### config.mk
export PLATFORM = sky130hd
export DESIGN_NAME = sds_div
export DESIGN_NICKNAME = d
export VERILOG_FILES = /design/src/hw/rtl/sds_pkg.sv /design/src/hw/rtl/sds_div.sv
export SDC_FILE = /design/constraint.sdc
export NUM_CORES = 2
export LEC_CHECK = 0
export CORE_MARGIN = 3
export CORE_UTILIZATION = 58
export DETAILED_ROUTE_END_ITERATION = 12
export DONT_BUFFER_PORTS = 1
export PLACE_DENSITY = 0.75
export SYNTH_ARGS = -nofsm -noshare
export SYNTH_HDL_FRONTEND = slang
export SYNTH_SLANG_ARGS = --single-unit
### constraint.sdc
create_clock -name clk -period 7.8 [get_ports clk]
set_input_delay 0.39 -clock clk [delete_from_list [all_inputs] [get_ports clk]]
set_output_delay 0.39 -clock clk [all_outputs]
set_load 0.02 [all_outputs]
### src/hw/rtl/sds_pkg.sv
// Package for stick_deadzone_steering: widths, constants, register codes
// and the structs passed between lane, divider and merge modules. No dependencies.
package sds_pkg;

  localparam int AXW   = 15;           // deadzone-relative magnitude width
  localparam int QW    = 15;           // quotient width, 24831 < 2**15
  localparam int DENW  = 3 * AXW;      // d**3
  localparam int NUMW  = DENW + QW;    // m**3 * 24831
  localparam int PLW   = 23;           // low slice of the partial products
  localparam int PHW   = DENW - PLW;   // high slice

  localparam int FRONT_STAGES = 5;
  localparam int DIV_STAGES   = QW;
  localparam int PIPE_DEPTH   = FRONT_STAGES + DIV_STAGES;

  localparam logic [AXW-1:0] STICK_MAX = 15'h7FFF;
  localparam logic [QW-1:0]  WHEEL_MAX = 15'd24831;
  localparam int             TRIG_SHIFT = 8;

  typedef logic [7:0] cfg_idx_t;

  localparam cfg_idx_t REG_SINGLE_STICK   = 8'd0;
  localparam cfg_idx_t REG_LINEAR_MODE    = 8'd1;
  localparam cfg_idx_t REG_LEFT_DEADZONE  = 8'd2;
  localparam cfg_idx_t REG_RIGHT_DEADZONE = 8'd3;

  typedef struct packed {
    logic [NUMW-1:0] num;
    logic [DENW-1:0] den;
    logic            neg;
  } lane_frac_t;

  typedef struct packed {
    logic [QW-1:0] quo;
    logic          neg;
  } lane_res_t;

endpackage

### src/hw/rtl/sds_div.sv
// Pipelined restoring divider for one lane, one quotient bit per stage.
// Depends on sds_pkg. The numerator never exceeds 24831 times the denominator.
module sds_div (
  input  logic                 clk,
  input  sds_pkg::lane_frac_t  frac,
  output sds_pkg::lane_res_t   res
);
  import sds_pkg::*;

  logic [NUMW-1:0] rem_r [QW];
  logic [DENW-1:0] den_r [QW];
  logic [QW-1:0]   quo_r [QW];
  logic            neg_r [QW];

  for (genvar i = 0; i < QW; i++) begin : g_stage
    localparam int BIT = QW - 1 - i;
    logic [NUMW-1:0] rem_in, dsh, rem_nxt;
    logic [DENW-1:0] den_in;
    logic [QW-1:0]   quo_in, quo_nxt;
    logic            neg_in, ge;

    if (i == 0) begin : g_first
      assign rem_in = frac.num;
      assign den_in = frac.den;
      assign quo_in = '0;
      assign neg_in = frac.neg;
    end else begin : g_next
      assign rem_in = rem_r[i-1];
      assign den_in = den_r[i-1];
      assign quo_in = quo_r[i-1];
      assign neg_in = neg_r[i-1];
    end

    assign dsh     = NUMW'(den_in) << BIT;
    assign ge      = rem_in >= dsh;
    assign rem_nxt = ge ? rem_in - dsh : rem_in;
    assign quo_nxt = quo_in | (QW'(ge) << BIT);

    always_ff @(posedge clk) begin
      rem_r[i] <= rem_nxt;
      den_r[i] <= den_in;
      quo_r[i] <= quo_nxt;
      neg_r[i] <= neg_in;
    end
  end

  assign res.quo = quo_r[QW-1];
  assign res.neg = neg_r[QW-1];

endmodule

==> implementation parameters <==
Parameter                              Value

Clock tree
  Number of buffers created by CTS ... 168
  Number of sinks handled by clock tree synthesis ... 1605
  Max clock buf depth ... 3
  Buffer count from post-CTS setup fixing ... 0
  Clock-pin slew on the worst setup and hold paths ... 70 ps
  Source-to-sink clock delay at the later pin of the worst-skew pair ... 810 ps
  Post-CTS Hold Fix Bufs ... 110
  CTS H-tree depth ... 4
  Post-CTS sizing ... 0
  Root Buffer ... clkbuf_16
  CTS tree ... done

Logic synthesis
  Count of flip-flops with a built-in enable after synthesis ... 0
  Distinct cells, synth ... 121
  Number of cells produced by synthesis ... 9294
  Yosys warning count ... 0
  Post-synth top area cell ... dfxtp_1
  Top flip-flop cell by instance count after synthesis ... dfxtp_1
  Syn nets ... 10090
  Share of synthesized flip-flops with an asynchronous set or reset ... 0
  Post-synth top area share ... 0.403
  Synth Register Bits ... 1605
  Per-instance average area after synthesis ... 8.58 sq um
  Combined area of all synthesized cells ... 79800 sq um
  Share of the yosys chip area belonging to registers ... 0.403
  Cells taking the most area after synthesis ... dfxtp_1, ha_1, o21ai_0

Worst setup path
  Startpoint-to-endpoint class of the critical path ... input pin to flop
  Startpoint of the worst-slack reg-to-reg timing path ... den_r[6][18]
  Setup crit end kind ... flop
  Worst setup path startpoint ... frac[60]
  Kind of start point of the critical path ... input pin
  Required time worst endpoint ... 8490 ps
  Endpoint arrival time on the critical path ... 5680 ps
  Biggest fanout along the worst timing path ... 70

Place
  Number of buffer cells added on primary ports ... 0
  Worst setup slack before clock tree synthesis ... 2870 ps
  Placement-stage cell area ... 81000 sq um
  Global placer's final weighted congestion ... 0.988
  Post-DP HPWL ... 163000 microns

Floorplanning
  Core Box Area ... 136000 sq um
  FP Rows ... 135
  Y dimension of the die ... 377 microns
  I/O pin count ... 123
  Horiz. Die Dim ... 377 microns
  Initial Util ... 0.587
  Area of the die ... 142000 sq um

Final layout
  Ratio of cells with drive above 1 in the final layout ... 0.0493
  Number of nets in the final layout ... 10076
  P&R area growth vs syn ... 10.3%
  Area of the multi-input gates ... 43200 sq um
  Register area ... 32100 sq um
  Number of filler instances in the final layout ... 11281
  Design area ... 88000 sq um

Route
  DRC violation total after the first TritonRoute iteration ... 3839
  Vias/cell ... 5.74
  Length of the first detailed-routing pass in iterations ... 6
  Per-cell routed wire length ... 18.5 microns
  Vias after detailed routing ... 64261
  Number of remaining DRC errors ... 0
  WL final ... 207000 microns
  Antenna Violating Nets Remaining ... 0

Pwr
  Combinational power share ... 0.480
  Internal portion of total power ... 23.2 mW
  Power dissipated by switching net loads ... 16.0 mW
  Worst supply voltage drop on vdd ... 0.307 mV
  Share of total power in the clock network ... 0.209
  Switching part of the total ... 0.408
  Total Power ... 39.1 mW
  Leak pwr ... 39.2 nW
  Part of the power in registers ... 0.311
  Power per cell area ... 445 nW/um^2

Timing
  Worst-case headroom to the max-slew limit ... 0.0865
  Sum of negative setup slack ... 0 ps
  Setup clock skew after layout ... 48.2 ps
  Tmin final ... 4990 ps
  Setup ws final ... 2810 ps
  Number of hold violations in the final report ... 0
  Max Fclk ... 200 MHz
  Final Setup Violations ... 0
  Measured slew at the worst slew-check pin ... 1360 ps
  RSZ-0062 raised after global routing ... no
  Final cycle utilization of the critical path ... 0.640
  Slew Limit Fails ... 0

Run
  Max-cap violations ... 0

Global routing
  Pin count of the biggest net entering global routing ... 94
  Total gr overflow ... 0
  Initial antenna violation count ... 2
  First-pass GRT wire length ... 329000 microns
  Total global routing track utilization ... 0.286
  Vias in the first global route ... 64976

Outcome
  Result of the run ... complete, no violations

Hold path
  Startpoint of the worst hold path ... frac[20]
  Hold Crit Class ... input pin to flop
sequential cells by signal, indices dropped and copies added, names as in the netlist:
register / cells
rem_r: 840
quo_r: 120
neg_r: 15
den_r: 630
metal layers:
layer / routed length (microns) / track usage
met2: 105000 / 0.537
met5: 0 / 0
met4: 16000 / 0.198
met3: 7500 / 0.0324
met1: 78000 / 0.294
cell usage in the layout (no fill, tap or decap), types with 71 or more instances in the layout:
cell type / instances
a21o_1: 340
a21oi_1: 804
a31oi_1: 74
clkbuf_16: 168
dfxtp_1: 1605
dlygate4sd3_1: 110
ha_1: 675
inv_1: 844
nand2_1: 1000
nand2b_1: 86
nand3_1: 151
nand4_1: 171
nor2_1: 479
nor2b_1: 77
nor3_1: 134
o21a_1: 71
o21ai_0: 820
o21bai_1: 115
xnor2_1: 340
xor2_1: 329
cell families after synthesis:
logic type | count (synthesis) | share of synthesized area
adders and majority gates | 689 | 0.109
AOI/OAI and AO/OA | 2658 | 0.204
buffers and inverters | 1169 | 0.0571
DFF | 1605 | 0.403
and+or+nand+nor | 2445 | 0.145
muxes | 59 | 0.00824
xor gates and xnor gates | 669 | 0.0735
power by group through the flow:
stage	Combinational, mW	Clock (mW)	Sequential (mW)
2_1_floorplan	14.4	0	11.8
3_3_place_gp	18.2	0	12.3
3_5_place_dp	18.4	0	12.3
4_1_cts	18.6	8.37	12.1
5_1_grt	20.9	8.67	12.4
6_report	18.8	8.18	12.2
through the flow:
step | hold WS, ps | instances | util
floorplan | 310 | 9294 | -
global placement | 310 | 10779 | 0.596
detailed placement | 312 | 10780 | 0.596
CTS | 1.60 | 11197 | 0.647
global route | 61.1 | 11199 | 0.647
finish | 70.6 | 11201 | 0.647
critical path, stage by stage:
cell and delay (ps):
dlygate4sd3_1 570, inv_1 70, ha_1 180, inv_1 70, fa_1 440, a21o_1 220
a22oi_1 200, a221o_1 300, a41oi_2 210, o31a_1 410, a21oi_1 410, or3_1 170
a31oi_1 120, nor2_4 360, buf_4 590, o21ai_0 240, dlygate4sd3_1 640
area by class of cell:
cell class | instances | area share
inverter | 849 | 0.0363
sequential | 1605 | 0.365
clock inverter | 77 | 0.0128
timing repair buffer | 136 | 0.0151
multi-input combinational | 6520 | 0.491
clock buffer | 230 | 0.0541
antenna | 3 | 0.0000853
tap | 1781 | 0.0253
final timing paths:
path	endpoint	slack (ps)	depth (start not counted)
setup / recovery	rem_r[0][16]	2810	17
setup reg to reg	rem_r[0][444]	2990	14
hold / removal	rem_r[0][33]	70	4
hold reg to reg	quo_r[11][4]	320	0
synth_stat cells (all sizes together) (18+ instances only):
library cell and count:
nand4 171, mux2 53, o21bai 116, a211oi 52, a21o 340, buf 103, nor2 481, nor4 76
a21oi 811, nand2b 87, or2 19, o21ai 856, dfxtp 1605, nand3 152, a221oi 19, nand2 1000
xnor2 340, inv 847, o31ai 56, xor2 329, or3 55, and2 29, o211ai 42, ha 675
a31oi 77, o21a 72, and3 48, or4 24, nor3 140, nor2b 77, a211o 18, clkbuf 217
Note: power is estimated with default switching activity, not from simulation.
