$ cat config.mk
export PLATFORM = sky130hd
export DESIGN_NAME = sds_shape
export DESIGN_NICKNAME = d
export VERILOG_FILES = /design/src/hw/rtl/sds_pkg.sv /design/src/hw/rtl/sds_shape.sv
export SDC_FILE = /design/constraint.sdc
export NUM_CORES = 2
export LEC_CHECK = 0
export BUFFER_PORTS_ARGS = -buffer_cell sky130_fd_sc_hd__buf_2
export CAP_MARGIN = 20
export CORE_UTILIZATION = 36
export DETAILED_ROUTE_END_ITERATION = 10
export PLACE_DENSITY = 0.53
export RECOVER_POWER = 25
export SYNTH_ARGS = -nofsm -noshare
export SYNTH_HDL_FRONTEND = slang
export SYNTH_SLANG_ARGS = --single-unit
$ cat constraint.sdc
create_clock -name clk -period 6.77 [get_ports clk]
set_clock_uncertainty 0.1 [all_clocks]
set_input_delay 1.0155 -clock clk [delete_from_list [all_inputs] [get_ports clk]]
set_output_delay 1.0155 -clock clk [all_outputs]
set_load 0.01 [all_outputs]
$ cat src/hw/rtl/sds_pkg.sv
// Package for stick_deadzone_steering: widths, constants, register codes
// and the structs passed between lane, divider and merge modules. No dependencies.
package sds_pkg;

  localparam int AXW   = 15;           // deadzone-relative magnitude width
  localparam int QW    = 15;           // quotient width, 24831 < 2**15
  localparam int DENW  = 3 * AXW;      // d**3
  localparam int NUMW  = DENW + QW;    // m**3 * 24831
  localparam int PLW   = 23;           // low slice of the partial products
  localparam int PHW   = DENW - PLW;   // high slice

  localparam int FRONT_STAGES = 5;
  localparam int DIV_STAGES   = QW;
  localparam int PIPE_DEPTH   = FRONT_STAGES + DIV_STAGES;

  localparam logic [AXW-1:0] STICK_MAX = 15'h7FFF;
  localparam logic [QW-1:0]  WHEEL_MAX = 15'd24831;
  localparam int             TRIG_SHIFT = 8;

  typedef logic [7:0] cfg_idx_t;

  localparam cfg_idx_t REG_SINGLE_STICK   = 8'd0;
  localparam cfg_idx_t REG_LINEAR_MODE    = 8'd1;
  localparam cfg_idx_t REG_LEFT_DEADZONE  = 8'd2;
  localparam cfg_idx_t REG_RIGHT_DEADZONE = 8'd3;

  typedef struct packed {
    logic [NUMW-1:0] num;
    logic [DENW-1:0] den;
    logic            neg;
  } lane_frac_t;

  typedef struct packed {
    logic [QW-1:0] quo;
    logic          neg;
  } lane_res_t;

endpackage

$ cat src/hw/rtl/sds_shape.sv
// One lane front end: deadzone, clip, powers and scaling into a fraction num/den.
// Depends on sds_pkg. Five register stages.
module sds_shape (
  input  logic                    clk,
  input  logic signed [15:0]      axis,
  input  logic [14:0]             dz,
  input  logic                    linear,
  output sds_pkg::lane_frac_t     frac
);
  import sds_pkg::*;

  logic [15:0]    mag;
  logic [AXW-1:0] mag_clip;
  logic           pass;
  logic [AXW-1:0] m_nxt, d_nxt;

  logic [AXW-1:0]    s1_m_r, s1_d_r;
  logic              s1_neg_r;
  logic [2*AXW-1:0]  s2_mm_r, s2_dd_r;
  logic [AXW-1:0]    s2_m_r, s2_d_r;
  logic              s2_neg_r;
  logic [DENW-1:0]   s3_x_r, s3_den_r;
  logic              s3_neg_r;
  logic [PLW+QW-1:0] s4_pl_r;
  logic [PHW+QW-1:0] s4_ph_r;
  logic [DENW-1:0]   s4_den_r;
  logic              s4_neg_r;
  lane_frac_t        s5_r;

  always_comb begin
    mag      = axis[15] ? 16'(-axis) : 16'(axis);
    mag_clip = mag[15] ? STICK_MAX : mag[AXW-1:0];
    pass     = mag > {1'b0, dz};
    m_nxt    = mag_clip - dz;
    d_nxt    = STICK_MAX - dz;
    // force 0/1 for values inside the deadzone and for a full deadzone
    if (!pass || d_nxt == '0) begin
      m_nxt = '0;
      d_nxt = AXW'(1);
    end
  end

  always_ff @(posedge clk) begin
    s1_m_r   <= m_nxt;
    s1_d_r   <= d_nxt;
    s1_neg_r <= axis[15];

    s2_mm_r  <= (2*AXW)'(s1_m_r) * (2*AXW)'(s1_m_r);
    s2_dd_r  <= (2*AXW)'(s1_d_r) * (2*AXW)'(s1_d_r);
    s2_m_r   <= s1_m_r;
    s2_d_r   <= s1_d_r;
    s2_neg_r <= s1_neg_r;

    s3_x_r   <= linear ? DENW'(s2_m_r) : DENW'(s2_mm_r) * DENW'(s2_m_r);
    s3_den_r <= linear ? DENW'(s2_d_r) : DENW'(s2_dd_r) * DENW'(s2_d_r);
    s3_neg_r <= s2_neg_r;

    // split the scale multiply into two narrow partial products
    s4_pl_r  <= (PLW+QW)'(s3_x_r[PLW-1:0]) * (PLW+QW)'(WHEEL_MAX);
    s4_ph_r  <= (PHW+QW)'(s3_x_r[DENW-1:PLW]) * (PHW+QW)'(WHEEL_MAX);
    s4_den_r <= s3_den_r;
    s4_neg_r <= s3_neg_r;

    s5_r.num <= {s4_ph_r, {PLW{1'b0}}} + NUMW'(s4_pl_r);
    s5_r.den <= s4_den_r;
    s5_r.neg <= s4_neg_r;
  end

  assign frac = s5_r;

endmodule

==> impl_results.md <==
* Yosys warns at 0
* IO Count at 139
* Post-CTS Hold Fix Bufs at 0
* Main synth FF type: dfxtp_1
* DR pass1 iterations at 5
* Crit path required time at between 7000 and 8000 ps
* Area Growth Syn to Fin at 10.3%
* Post-synth EDFFs at 0
* Largest family of logic cells by synthesized area: adder cells
* Seq cells post-synth at between 400 and 500
* CP Buf/Inv Count at 5
* Std-Cell Core Area at 179000 um2
* Crit-path max FO at 13
* Hold Path Origin: s3_den_r[26]
* Vias in the first global route at around 48000
* Crit-path cells: buf_4, buf_4, nand2_1, fa_1, fa_1, inv_1, fa_1, fa_1, fa_1, inv_1, fa_1, inv_1, ha_1, a21o_1, a21o_1, a21oi_1, o32ai_1, a211oi_2, o21bai_1, a31oi_1, mux2_2
* Asr flop ratio synth at 0
* Multiplexer share of the synthesized area at 0.00272
* Worst-case clock buffer depth at 3
* Worst Tran Pin Value at ~850 ps
* CTS clk-pin slew, worst paths at ~60 ps
* Total global-route track usage at 0.175
* Yosys top cell area share at 0.382
* Leading cell types in the layout, fill and taps excluded: 1557 x inv_1, 1245 x fa_1, 723 x ha_1, 619 x and2_1, 589 x nand2_1
* Largest cells by area after synthesis: fa_1 38%, ha_1 14%, dfxtp_1 13%
* Area leader, netlist: fa_1
* FMAX at ~0.15 GHz
* Xor/xnor share of the synthesized area at 0.0343
* Max Cap Viol at 0
* H-tree depth at 2
* Arr. time, crit path at 6970 ps
* Non-Filler Instances at 9500
* CP dominant cell by count: fa_1
* Final ANT Viol Nets at 0
* Post-route DRC at 0
* Crit start category: flip-flop
* Total Routed Length at approximately 160 mm
* Final worst slack at 232 ps
* Fin. Hold Viols at 0
* TritonCTS clock tree: yes
* Reg2Reg Launch Point: s2_m_r[7]
* Die ar. at roughly 180000 um2
* CP max stage delay at 610 ps
* Wire per inst at 16.5 um
* Post-Syn Area per Cell at 9.45 um2
* Vias at 44600
* GPL Wtd Cong at 0.880
* Final setup fails at 0
* Slew margin rel. at 0.436
* First element of the critical path: s2_m_r[7]
* Mapped Area at approximately 65000 um2
* Synth Area in Simple Gates at 0.136
* DR iter-0 viols at approximately 2200
* Nets at 9105
* Routed length on met2 at about 69 mm
* Register area share after synthesis at 0.134
* Initial antenna violation count at 8
* Critical path class: flip-flop to flip-flop
* Critical Path End Type: flip-flop
* Cells after DPL at 9396
* Skew-Pair Late Insertion Delay at 700 ps
* Distinct cells, synth at 85
* Slowest cell on the critical path: dfxtp_1
* Pre-CTS WS at -10.9 ps
* Die H at 428 um
* Crit path time final at 6540 ps
* Filler cells at 17900
* Final Slew Violations at 0
* Post-Route Setup TNS at 0 ps
* DR top layer: met4
* Root buffer cell: clkbuf_16
* Synth Area in Compound Gates at 0.0679
* Pin count of the biggest net entering global routing at 74
* CTS buffer count at 53
* Post-DP HPWL at roughly 130 mm
* CTS sink count at roughly 440
* Crit path max-delay family: adder cells
* Fin crit share at 0.966
* Status: finished clean
* Final core utilization at 0.401
* Site Rows at 155
* Share of post-route cells with drive strength above 1 at 0.0779
* Initial Util at 0.364
* Most common cell after layout, fill and taps aside: inv_1
* Adder-Cell Fraction of Synth Area at 0.522
* Number of instances in the synthesized netlist at 6910
* Met3 wire length at 6.82 mm
* First-pass GRT wire length at 261 mm
* Vias/cell at 4.70
* Buffers on Ports at 138
* Metal-1 WL at 78.3 mm
* Die span in x at approximately 430 um
* Total congestion overflow at 0
* Classification of the worst-slack hold path: flip-flop to flip-flop
worst register-to-register path, delay by kind of cell, from the launching register on:
family	cells	cell delay, ps
buffers and inverters	5	630
flip-flops	1	610
AO/OA/AOI/OAI	7	1380
AND/OR/NAND/NOR	1	100
adder cells (fa/ha/maj)	7	3250
multiplexers	1	350
through the flow:
stage | cell area, um2 | hold WS [ps]
floorplan | 65400 | 210
global placement | 69900 | 210
detailed placement | 69900 | 212
CTS | 71800 | 226
global route | 72000 | 229
finish | 72000 | 222
state kept, by name, indices dropped and copies added, names as in the netlist, 15 cells and up:
signal and count:
frac 106, s2_d_r 15, s2_dd_r 28, s4_ph_r 37, s4_den_r 45, s2_m_r 15
s3_x_r 45, s4_pl_r 38, s1_d_r 15, s2_mm_r 28, s3_den_r 45, s1_m_r 15
kinds of logic after synthesis:
| kind of cell | count (synthesis) |
|---|---|
| xor gates and xnor gates | 256 |
| and+or+nand+nor | 1750 |
| AOI/OAI and AO/OA | 680 |
| adders and majority gates | 1974 |
| DFF | 436 |
| other | 1 |
| muxes | 16 |
| buffers and inverters | 1797 |
routing by layer:
layer / GRT usage / vias up
met3: 0.0215 / 145
met5: 0 / -
met1: 0.259 / 22200
met2: 0.275 / 832
met4: 0.0353 / 0
li1: - / 21400
final timing paths:
path                                endpoint  slack [ps]  depth (start not counted)
worst max-delay path              s3_x_r[39]         230                         21
worst min-delay path            s4_den_r[26]         220                          0
worst max register to register    s3_x_r[39]         230                         21
worst min register to register  s4_den_r[26]         220                          0
timing repair:
action	CTS	global route
buffers inserted	0	2
hold endpoints to repair	0	0
gates resized for setup	1	73
endpoints found under the setup margin	3	38
pin swaps	0	9
cell type report:
class                           instances  area (um2)  area share
Multi-Input combinational cell       4690       50000       0.695
Sequential cell                       436        8770       0.122
Inverter                             1557        5840      0.0811
Tap cell                             2355        2950      0.0409
Timing Repair Buffer                  360        2490      0.0345
Clock buffer                           68        1470      0.0204
Clock inverter                         30         447     0.00620
Antenna cell                            4        10.0    0.000139
synthesized netlist by cell type, types with 10 or more instances:
cell      number
a211o_1       10
a31oi_1       22
o21a_1        31
or2_2         15
nand3_1       55
o21ai_0      124
and2_1       619
o211ai_1      14
nand4_1       41
fa_1        1247
inv_1       1557
xor2_1        87
o21bai_1      24
dfxtp_1      436
mux2_2        14
o31ai_1       22
a21oi_1      198
xnor2_1      169
a211oi_1      26
and3_1        39
nor2_1       214
ha_1         727
a21o_1       118
nor3_1        48
nor2b_1       38
clkbuf_1     234
nor4_1        12
nand2_1      589
nand2b_1      35
Power is left out: the tool's default activity adds up to more than one toggle a clock period on the data nets, which glitch-free logic cannot reach.
