--- src/hw/rtl/sds_pkg.sv ---
// Package for stick_deadzone_steering: widths, constants, register codes
// and the structs passed between lane, divider and merge modules. No dependencies.
package sds_pkg;

  localparam int AXW   = 15;           // deadzone-relative magnitude width
  localparam int QW    = 15;           // quotient width, 24831 < 2**15
  localparam int DENW  = 3 * AXW;      // d**3
  localparam int NUMW  = DENW + QW;    // m**3 * 24831
  localparam int PLW   = 23;           // low slice of the partial products
  localparam int PHW   = DENW - PLW;   // high slice

  localparam int FRONT_STAGES = 5;
  localparam int DIV_STAGES   = QW;
  localparam int PIPE_DEPTH   = FRONT_STAGES + DIV_STAGES;

  localparam logic [AXW-1:0] STICK_MAX = 15'h7FFF;
  localparam logic [QW-1:0]  WHEEL_MAX = 15'd24831;
  localparam int             TRIG_SHIFT = 8;

  typedef logic [7:0] cfg_idx_t;

  localparam cfg_idx_t REG_SINGLE_STICK   = 8'd0;
  localparam cfg_idx_t REG_LINEAR_MODE    = 8'd1;
  localparam cfg_idx_t REG_LEFT_DEADZONE  = 8'd2;
  localparam cfg_idx_t REG_RIGHT_DEADZONE = 8'd3;

  typedef struct packed {
    logic [NUMW-1:0] num;
    logic [DENW-1:0] den;
    logic            neg;
  } lane_frac_t;

  typedef struct packed {
    logic [QW-1:0] quo;
    logic          neg;
  } lane_res_t;

endpackage

--- src/hw/rtl/sds_merge.sv ---
// Merge stage: signs both lane results, forms the wheel value and registers
// the result item. Depends on sds_pkg.
module sds_merge (
  input  logic                clk,
  input  logic                rst_n,
  input  logic                vld,
  input  logic                single_stick,
  input  sds_pkg::lane_res_t  left_res,
  input  sds_pkg::lane_res_t  right_res,
  input  logic [7:0]          left_trig,
  input  logic [7:0]          right_trig,
  output logic                out_valid,
  output logic signed [15:0]  out_wheel,
  output logic [15:0]         out_accel,
  output logic [15:0]         out_brake
);
  import sds_pkg::*;

  logic [15:0]        l_mag, r_mag;
  logic signed [15:0] l_val, r_val;
  logic signed [16:0] sum, sum_adj, half;
  logic signed [15:0] wheel_nxt;

  logic               valid_r;
  logic signed [15:0] wheel_r;
  logic [15:0]        accel_r, brake_r;

  always_comb begin
    l_mag     = {1'b0, left_res.quo};
    r_mag     = {1'b0, right_res.quo};
    l_val     = left_res.neg  ? $signed(~l_mag + 16'd1) : $signed(l_mag);
    r_val     = right_res.neg ? $signed(~r_mag + 16'd1) : $signed(r_mag);
    sum       = {l_val[15], l_val} + {r_val[15], r_val};
    // round toward zero before the halving shift
    sum_adj   = sum + $signed({16'd0, sum[16]});
    half      = sum_adj >>> 1;
    wheel_nxt = single_stick ? l_val : half[15:0];
  end

  always_ff @(posedge clk) begin
    if (!rst_n) begin
      valid_r <= 1'b0;
    end else begin
      valid_r <= vld;
    end
  end

  always_ff @(posedge clk) begin
    wheel_r <= wheel_nxt;
    accel_r <= {right_trig, {TRIG_SHIFT{1'b0}}};
    brake_r <= {left_trig, {TRIG_SHIFT{1'b0}}};
  end

  assign out_valid = valid_r;
  assign out_wheel = wheel_r;
  assign out_accel = accel_r;
  assign out_brake = brake_r;

endmodule

--- config.mk ---
export PLATFORM = sky130hd
export DESIGN_NAME = sds_merge
export DESIGN_NICKNAME = d
export VERILOG_FILES = /design/src/hw/rtl/sds_pkg.sv /design/src/hw/rtl/sds_merge.sv
export SDC_FILE = /design/constraint.sdc
export NUM_CORES = 1
export LEC_CHECK = 0
export BUFFER_PORTS_ARGS = -buffer_cell sky130_fd_sc_hd__buf_2
export CORE_MARGIN = 2
export CORE_UTILIZATION = 54
export DETAILED_ROUTE_END_ITERATION = 12
export PLACE_DENSITY = 0.92
export SLEW_MARGIN = 15
export SYNTH_ARGS = -nofsm -noshare
export SYNTH_HDL_FRONTEND = slang
export SYNTH_SLANG_ARGS = --single-unit
--- constraint.sdc ---
create_clock -name clk -period 8.9 [get_ports clk]
set_clock_uncertainty 0.15 [all_clocks]
set_input_delay 0.89 -clock clk [delete_from_list [all_inputs] [get_ports clk]]
set_output_delay 0.89 -clock clk [all_outputs]
set_load 0.02 [all_outputs]
==> results of run 1 <==
logic make-up after synthesis:
kind of cell	after synthesis	synth area share (%)
XOR/XNOR	40	11.5
AO/OA/AOI/OAI	103	26.1
other	1	0.124
adder cells (fa/ha/maj)	20	8.49
flip-flops	33	21.8
buffers and inverters	44	7.92
AND/OR/NAND/NOR	129	23.3
multiplexers	2	0.701
cell type report:
class                      count  area [µm²]
multi-input combinational    310        2190
clock buffer                   7        86.3
inverter                      18        67.6
fill                         487        1960
timing repair buffer          84         420
tap                           72        90.1
sequential                    33         661
Yosys cell counts, types with 5 or more instances:
| cell type | count |
|---|---|
| sky130_fd_sc_hd__o211ai_1 | 9 |
| sky130_fd_sc_hd__a21oi_1 | 12 |
| sky130_fd_sc_hd__ha_1 | 19 |
| sky130_fd_sc_hd__xnor2_1 | 29 |
| sky130_fd_sc_hd__dfxtp_1 | 33 |
| sky130_fd_sc_hd__buf_4 | 16 |
| sky130_fd_sc_hd__nor2b_1 | 5 |
| sky130_fd_sc_hd__xor2_1 | 11 |
| sky130_fd_sc_hd__inv_1 | 17 |
| sky130_fd_sc_hd__clkbuf_1 | 8 |
| sky130_fd_sc_hd__o21ai_0 | 22 |
| sky130_fd_sc_hd__nand2b_1 | 5 |
| sky130_fd_sc_hd__nor3_1 | 12 |
| sky130_fd_sc_hd__nand3_1 | 13 |
| sky130_fd_sc_hd__nor2_1 | 25 |
| sky130_fd_sc_hd__nand2_1 | 37 |
| sky130_fd_sc_hd__a311o_1 | 5 |
how the worst min path moves through the flow:
stage	start	to	cells past startpoint
global route	right_trig[3]	out_accel[11]	1
floorplan	right_trig[2]	out_accel[10]	0
CTS	left_trig[1]	out_brake[9]	1
finish	left_trig[1]	out_brake[9]	1
global placement	left_trig[5]	out_brake[13]	1
detailed placement	left_trig[5]	out_brake[13]	1
routing by layer:
layer  GRT usage [%]  share of wire, %  vias up
met1            32.8                42     1423
met5               0                 0        -
met2            45.9                46      185
li1                -                 -     1502
met3            2.73                10       12
met4            8.45               1.6        0
sequential cells by signal, summed over array words and instances, names as in the netlist:
register   count
out_brake      8
out_valid      1
out_accel      8
out_wheel     16
where the power goes:
part           internal (W)  switching (W)
combinational      0.000115       0.000197
clock             0.0000612      0.0000471
sequential         0.000169     0.00000548
per-stage QoR:
step / worst slack, ns / hold slack [ns]
after CTS: 4.18 / 0.552
after global routing: 3.71 / 0.556
after floorplan: 4.58 / 0.768
final: 4.11 / 0.561
after global placement: 4.14 / 0.842
after detailed placement: 3.93 / 0.844
==> impl_results.rst, run 1 <==
.. list-table::
   :header-rows: 1

   * - Metric
     - Value
   * - Status
     - completed
   * - Die outline height
     - 79.0 µm
   * - Area of the die
     - 6230 µm²
   * - Fraction of synthesized cell area taken by the top area cell type
     - 21.8%
   * - Post-synthesis instance area
     - 3030 µm²
   * - Setup violations, final
     - 0
   * - Total setup buffers inserted after CTS
     - 0
   * - Cell with the largest stage delay on the worst path
     - sky130_fd_sc_hd__nor4_4
   * - Synth unique cells
     - 66
   * - Syn_area_per_cell
     - 8.16 µm²
   * - Placed cells
     - 517
   * - Antenna violations before repair
     - 0
   * - Reported max-cap violation count
     - 0
   * - Setup_tns
     - 0 ns
   * - Total Power Consumption
     - 0.000595 W
   * - Number of iterations in the first detailed-routing pass
     - 5
   * - Setup crit start kind
     - primary input
   * - Port Buf Inserts
     - 84
   * - Clock-pin slew of the registers on the worst-case setup and hold paths
     - 0.06 ns
   * - DRC violations left
     - 0
   * - Final Max Slew Viols
     - 0
   * - Gr ovfl total
     - 0
   * - Count of cell instances traversed by the critical path
     - 18
   * - Detailed Place HPWL
     - 6480 µm
   * - Period minus WS final
     - 4.79 ns
   * - Final weighted congestion of routability-driven global placement
     - 0.942
   * - Most frequently used flop master after synthesis
     - sky130_fd_sc_hd__dfxtp_1
   * - Antenna-violating nets left
     - 0
   * - Number of buffers and inverters on the critical path
     - 3
   * - CP delay by family, top
     - compound AO/OA/AOI/OAI gates
   * - Max VDD drop
     - 0.135 mV
   * - Power per standard cell area
     - 169 nW/µm²
   * - Placement row count
     - 27
   * - First-pass GRT wire length
     - 13000 µm
   * - Detailed Route Iter0 Violations
     - 314
   * - Average wire per standard cell
     - 15.5 µm
   * - Warning count from the yosys run
     - 0
   * - Kind of critical path
     - in -> reg
   * - Arrival time worst endpoint
     - 4.80 ns
   * - Count of cells resized by post-cts repair
     - 0
   * - Non-Filler Instances
     - 524
   * - Final standard cell area without fillers
     - 3510 µm²
   * - Syn Inst Count
     - 372
   * - Diode insertion count for antenna repair
     - 0
   * - Type of the most critical hold path
     - in -> reg
   * - Commonest cells after routing, fill and taps aside
     - 84 x sky130_fd_sc_hd__buf_2, 37 x sky130_fd_sc_hd__nand2_1, 33 x sky130_fd_sc_hd__dfxtp_1
   * - Clock tree from TritonCTS
     - built
   * - Total number of vias
     - 3122
   * - Cells traversed along the worst timing path
     - buf_2, nor4_4, nand3_1, o41ai_1, xnor2_1, ha_1, a21oi_1, o211ai_1, o21ai_0, o311ai_4, inv_1, ha_1, inv_1, nor2_1, o311ai_1, nor4_2, a21o_2, nand3_1
   * - Most common library cell in the layout ignoring fill and taps
     - sky130_fd_sc_hd__buf_2
   * - Post-route fraction of the period consumed by the critical path
     - 53.8%
   * - Initial core utilization
     - 55.4%
   * - Placeable Area
     - 5470 µm²
   * - Layout net count
     - 524
   * - Post-DP Area
     - 3430 µm²
   * - Clk buf depth
     - 2
   * - Async S/R FF share, synth
     - 0%
   * - # IOs
     - 101
   * - Crit path required time
     - 8.91 ns
   * - Launching instance or port of the critical path
     - left_res[6]
   * - Critical-path maximum fanout
     - 12
   * - Setup repair after global routing missed its margin
     - no
   * - Vias per Instance
     - 5.96
   * - Worst Setup EP
     - out_wheel[15]
   * - Sequential fraction of the synthesis area
     - 21.8%
   * - Final WL
     - 8150 µm
   * - Flip-flop and latch count after synthesis
     - 33
   * - Number of enable-type register cells in the synthesized netlist
     - 0
   * - Worst Tran Pin Value
     - 0.751 ns
   * - Biggest area consumer among synthesized cells
     - sky130_fd_sc_hd__dfxtp_1
   * - Clock root buffer
     - sky130_fd_sc_hd__clkbuf_8
   * - P_leak
     - 1.51 nW
   * - Worst stage delay on the critical path
     - 0.59 ns
   * - H-Tree Depth
     - 2
   * - Layout overhead on the synthesized area
     - 15.8%
   * - Crit. End Element
     - flop
   * - Number of global-route vias before repair
     - 2790
   * - Number of clock sinks seen by CTS
     - 33
   * - Aggregate global-route resource usage
     - 25.9%
   * - Area contributors post-synth
     - sky130_fd_sc_hd__dfxtp_1 22%, sky130_fd_sc_hd__xnor2_1 8.4%, sky130_fd_sc_hd__ha_1 7.8%
   * - Max Clock Freq
     - 209 MHz
   * - Normalized max-slew margin
     - 49.4%
   * - Die X-Extent
     - 79.0 µm
   * - Ratio of cells with drive above 1 in the final layout
     - 24.8%
   * - CTS Buf Count
     - 5
   * - Maximum number of pins on one net before global-route repair
     - 25
   * - Final hold violation count
     - 0
   * - Final Util
     - 64.2%
   * - Number of hold buffers added after cts
     - 0
Power figures use the tool's default switching activity.
==> inputs of run 2 (changes only) <==
Settings changed: CORE_UTILIZATION 54 to 52, PLACE_DENSITY 0.92 to 0.89.
Clock period 8.9 ns to 5 ns, I/O delays scaled along.
==> impl_results.rst, run 2 (synthesis gave the netlist of run 1 again) <==
.. list-table::
   :header-rows: 1

   * - Metric
     - Value
   * - Status
     - completed (unchanged)
   * - Commonest cells after routing, fill and taps aside
     - 84 x sky130_fd_sc_hd__buf_2, 37 x sky130_fd_sc_hd__nand2_1, 33 x sky130_fd_sc_hd__dfxtp_1 (unchanged)
   * - Diode insertion count for antenna repair
     - 0 (unchanged)
   * - Crit path required time
     - 5.00 ns (was 8.91 ns)
   * - Number of iterations in the first detailed-routing pass
     - 5 (unchanged)
   * - Antenna violations before repair
     - 0 (unchanged)
   * - Most common library cell in the layout ignoring fill and taps
     - sky130_fd_sc_hd__buf_2 (unchanged)
   * - Number of clock sinks seen by CTS
     - 33 (unchanged)
   * - Gr ovfl total
     - 0 (unchanged)
   * - Arrival time worst endpoint
     - 4.37 ns (was 4.80 ns)
   * - Detailed Place HPWL
     - 6350 µm (was 6480 µm)
   * - Layout overhead on the synthesized area
     - 16.0% (was 15.8%)
   * - Total Power Consumption
     - 0.00105 W (was 0.000595 W)
   * - Post-route fraction of the period consumed by the critical path
     - 87.4%
   * - Initial core utilization
     - 54.4% (was 55.4%)
   * - Max VDD drop
     - 0.254 mV (was 0.135 mV)
   * - Normalized max-slew margin
     - 60.4% (was 49.4%)
   * - First-pass GRT wire length
     - 11700 µm (was 13000 µm)
   * - Die X-Extent
     - 80.4 µm (was 79.0 µm)
   * - Number of hold buffers added after cts
     - 0 (unchanged)
   * - Maximum number of pins on one net before global-route repair
     - 25 (unchanged)
   * - Kind of critical path
     - in -> reg (unchanged)
   * - Die outline height
     - 80.4 µm (was 79.0 µm)
   * - Period minus WS final
     - 4.37 ns
   * - Setup violations, final
     - 0 (unchanged)
   * - Max Clock Freq
     - 229 MHz
   * - Setup_tns
     - 0 ns (unchanged)
   * - Average wire per standard cell
     - 14.7 µm (was 15.5 µm)
   * - Clock tree from TritonCTS
     - built (unchanged)
   * - Antenna-violating nets left
     - 0 (unchanged)
   * - Worst path setup slack after routing
     - 0.631 ns (was 4.11 ns)
   * - H-Tree Depth
     - 2 (unchanged)
   * - Number of global-route vias before repair
     - 2575 (was 2790)
   * - Clk buf depth
     - 2 (unchanged)
   * - Ratio of cells with drive above 1 in the final layout
     - 25.1% (was 24.8%)
   * - Final hold violation count
     - 0 (unchanged)
   * - Placeable Area
     - 5570 µm² (was 5470 µm²)
   * - # IOs
     - 101 (unchanged)
   * - Crit. End Element
     - flop (unchanged)
   * - P_leak
     - 1.52 nW (was 1.51 nW)
   * - Placement row count
     - 27 (unchanged)
   * - Final Max Slew Viols
     - 0 (unchanged)
   * - Setup repair after global routing missed its margin
     - no (unchanged)
   * - Clock-pin slew of the registers on the worst-case setup and hold paths
     - 0.07 ns (was 0.06 ns)
   * - Reg area
     - 661 µm² (unchanged)
   * - Final weighted congestion of routability-driven global placement
     - 1.00 (was 0.942)
   * - Port Buf Inserts
     - 84 (unchanged)
   * - Area of the multi-input gates
     - 2190 µm² (unchanged)
   * - Count of cells resized by post-cts repair
     - 0 (unchanged)
   * - Final WL
     - 7730 µm (was 8150 µm)
   * - Critical-path maximum fanout
     - 12 (unchanged)
   * - Vias per Instance
     - 5.74 (was 5.96)
   * - Setup Slack @ Placement
     - 0.448 ns (was 3.93 ns)
   * - Clock root buffer
     - sky130_fd_sc_hd__clkbuf_8 (unchanged)
   * - Flip-flop count of the largest register, all copies and words added
     - 16 (unchanged)
   * - Fill cells
     - 514 (was 487)
   * - Detailed Route Iter0 Violations
     - 194 (was 314)
   * - Total number of vias
     - 3018 (was 3122)
   * - Worst Tran Pin Value
     - 0.590 ns (was 0.751 ns)
   * - Aggregate global-route resource usage
     - 23.4% (was 25.9%)
   * - Area of the die
     - 6460 µm² (was 6230 µm²)
   * - Layout net count
     - 525 (was 524)
   * - Total setup buffers inserted after CTS
     - 0 (unchanged)
   * - Reported max-cap violation count
     - 0 (unchanged)
   * - Type of the most critical hold path
     - in -> reg (unchanged)
   * - Power per standard cell area
     - 298 nW/µm² (was 169 nW/µm²)
   * - CTS Buf Count
     - 5 (unchanged)
   * - Setup crit start kind
     - primary input (unchanged)
   * - Hold depth
     - 1 (unchanged)
   * - DRC violations left
     - 0 (unchanged)
run 2: cell count changes in the layout (fill, tap and decap cells not counted), sizes merged:
cell	change
clkinv	+2
buf	+1
clkbuf	-1
run 2: layout make-up:
class                           instances  area share, %
Clock buffer                            6           2.06
Clock inverter                          2          0.284
Inverter                               18           1.92
Multi-Input combinational cell        310           62.2
Sequential cell                        33           18.8
Tap cell                               72           2.56
Timing Repair Buffer                   85           12.2
run 2: report_power, final:
| part | switching, W | total [W] | internal [W] |
|---|---|---|---|
| logic | 0.000344 | 0.000551 | 0.000207 |
| clock network | 0.0000925 | 0.000189 | 0.0000963 |
| registers | 0.00000733 | 0.000308 | 0.000300 |
| total | 0.000444 | 0.00105 | 0.000604 |
run 2: metrics by stage:
| step | cell area [µm²] | cells | util, % | hold WS, ns |
|---|---|---|---|---|
| 5_1_grt | 3520 | 526 | 63.1 | 0.146 |
| 2_1_floorplan | 3090 | 387 | - | 0.378 |
| 4_1_cts | 3520 | 526 | 63.1 | 0.146 |
| 6_report | 3520 | 526 | 63.1 | 0.159 |
| 3_5_place_dp | 3440 | 518 | 61.6 | 0.454 |
| 3_3_place_gp | 3440 | 518 | 61.6 | 0.454 |
run 2: routing by layer:
metal / part of all wire [%] / track usage, %
met3: 7.5 / 3.03
met4: 2.0 / 10.0
met5: 0 / 0
met1: 45 / 29.7
met2: 45 / 39.6
run 2: worst max-delay path, cell delays in order:
cell,delay (ns)
sky130_fd_sc_hd__buf_2,0.12
sky130_fd_sc_hd__nor4_4,0.58
sky130_fd_sc_hd__nand2_1,0.09
sky130_fd_sc_hd__o21ai_0,0.21
sky130_fd_sc_hd__xnor2_1,0.12
sky130_fd_sc_hd__ha_1,0.41
sky130_fd_sc_hd__nand4_1,0.13
sky130_fd_sc_hd__a211oi_1,0.29
sky130_fd_sc_hd__o21a_1,0.25
sky130_fd_sc_hd__o211ai_1,0.13
sky130_fd_sc_hd__o21a_4,0.25
sky130_fd_sc_hd__o311ai_4,0.38
sky130_fd_sc_hd__inv_1,0.09
sky130_fd_sc_hd__ha_1,0.22
sky130_fd_sc_hd__inv_1,0.10
sky130_fd_sc_hd__nor2_1,0.07
sky130_fd_sc_hd__o311ai_1,0.10
sky130_fd_sc_hd__nor4_2,0.10
sky130_fd_sc_hd__xnor2_1,0.17
sky130_fd_sc_hd__o21ai_1,0.08
run 2: path summary, 6_finish.rpt:
check,from,endpoint,slack [ns]
hold / removal,right_trig[6],out_accel[14],0.16
setup / recovery,left_res[6],out_wheel[13],0.63
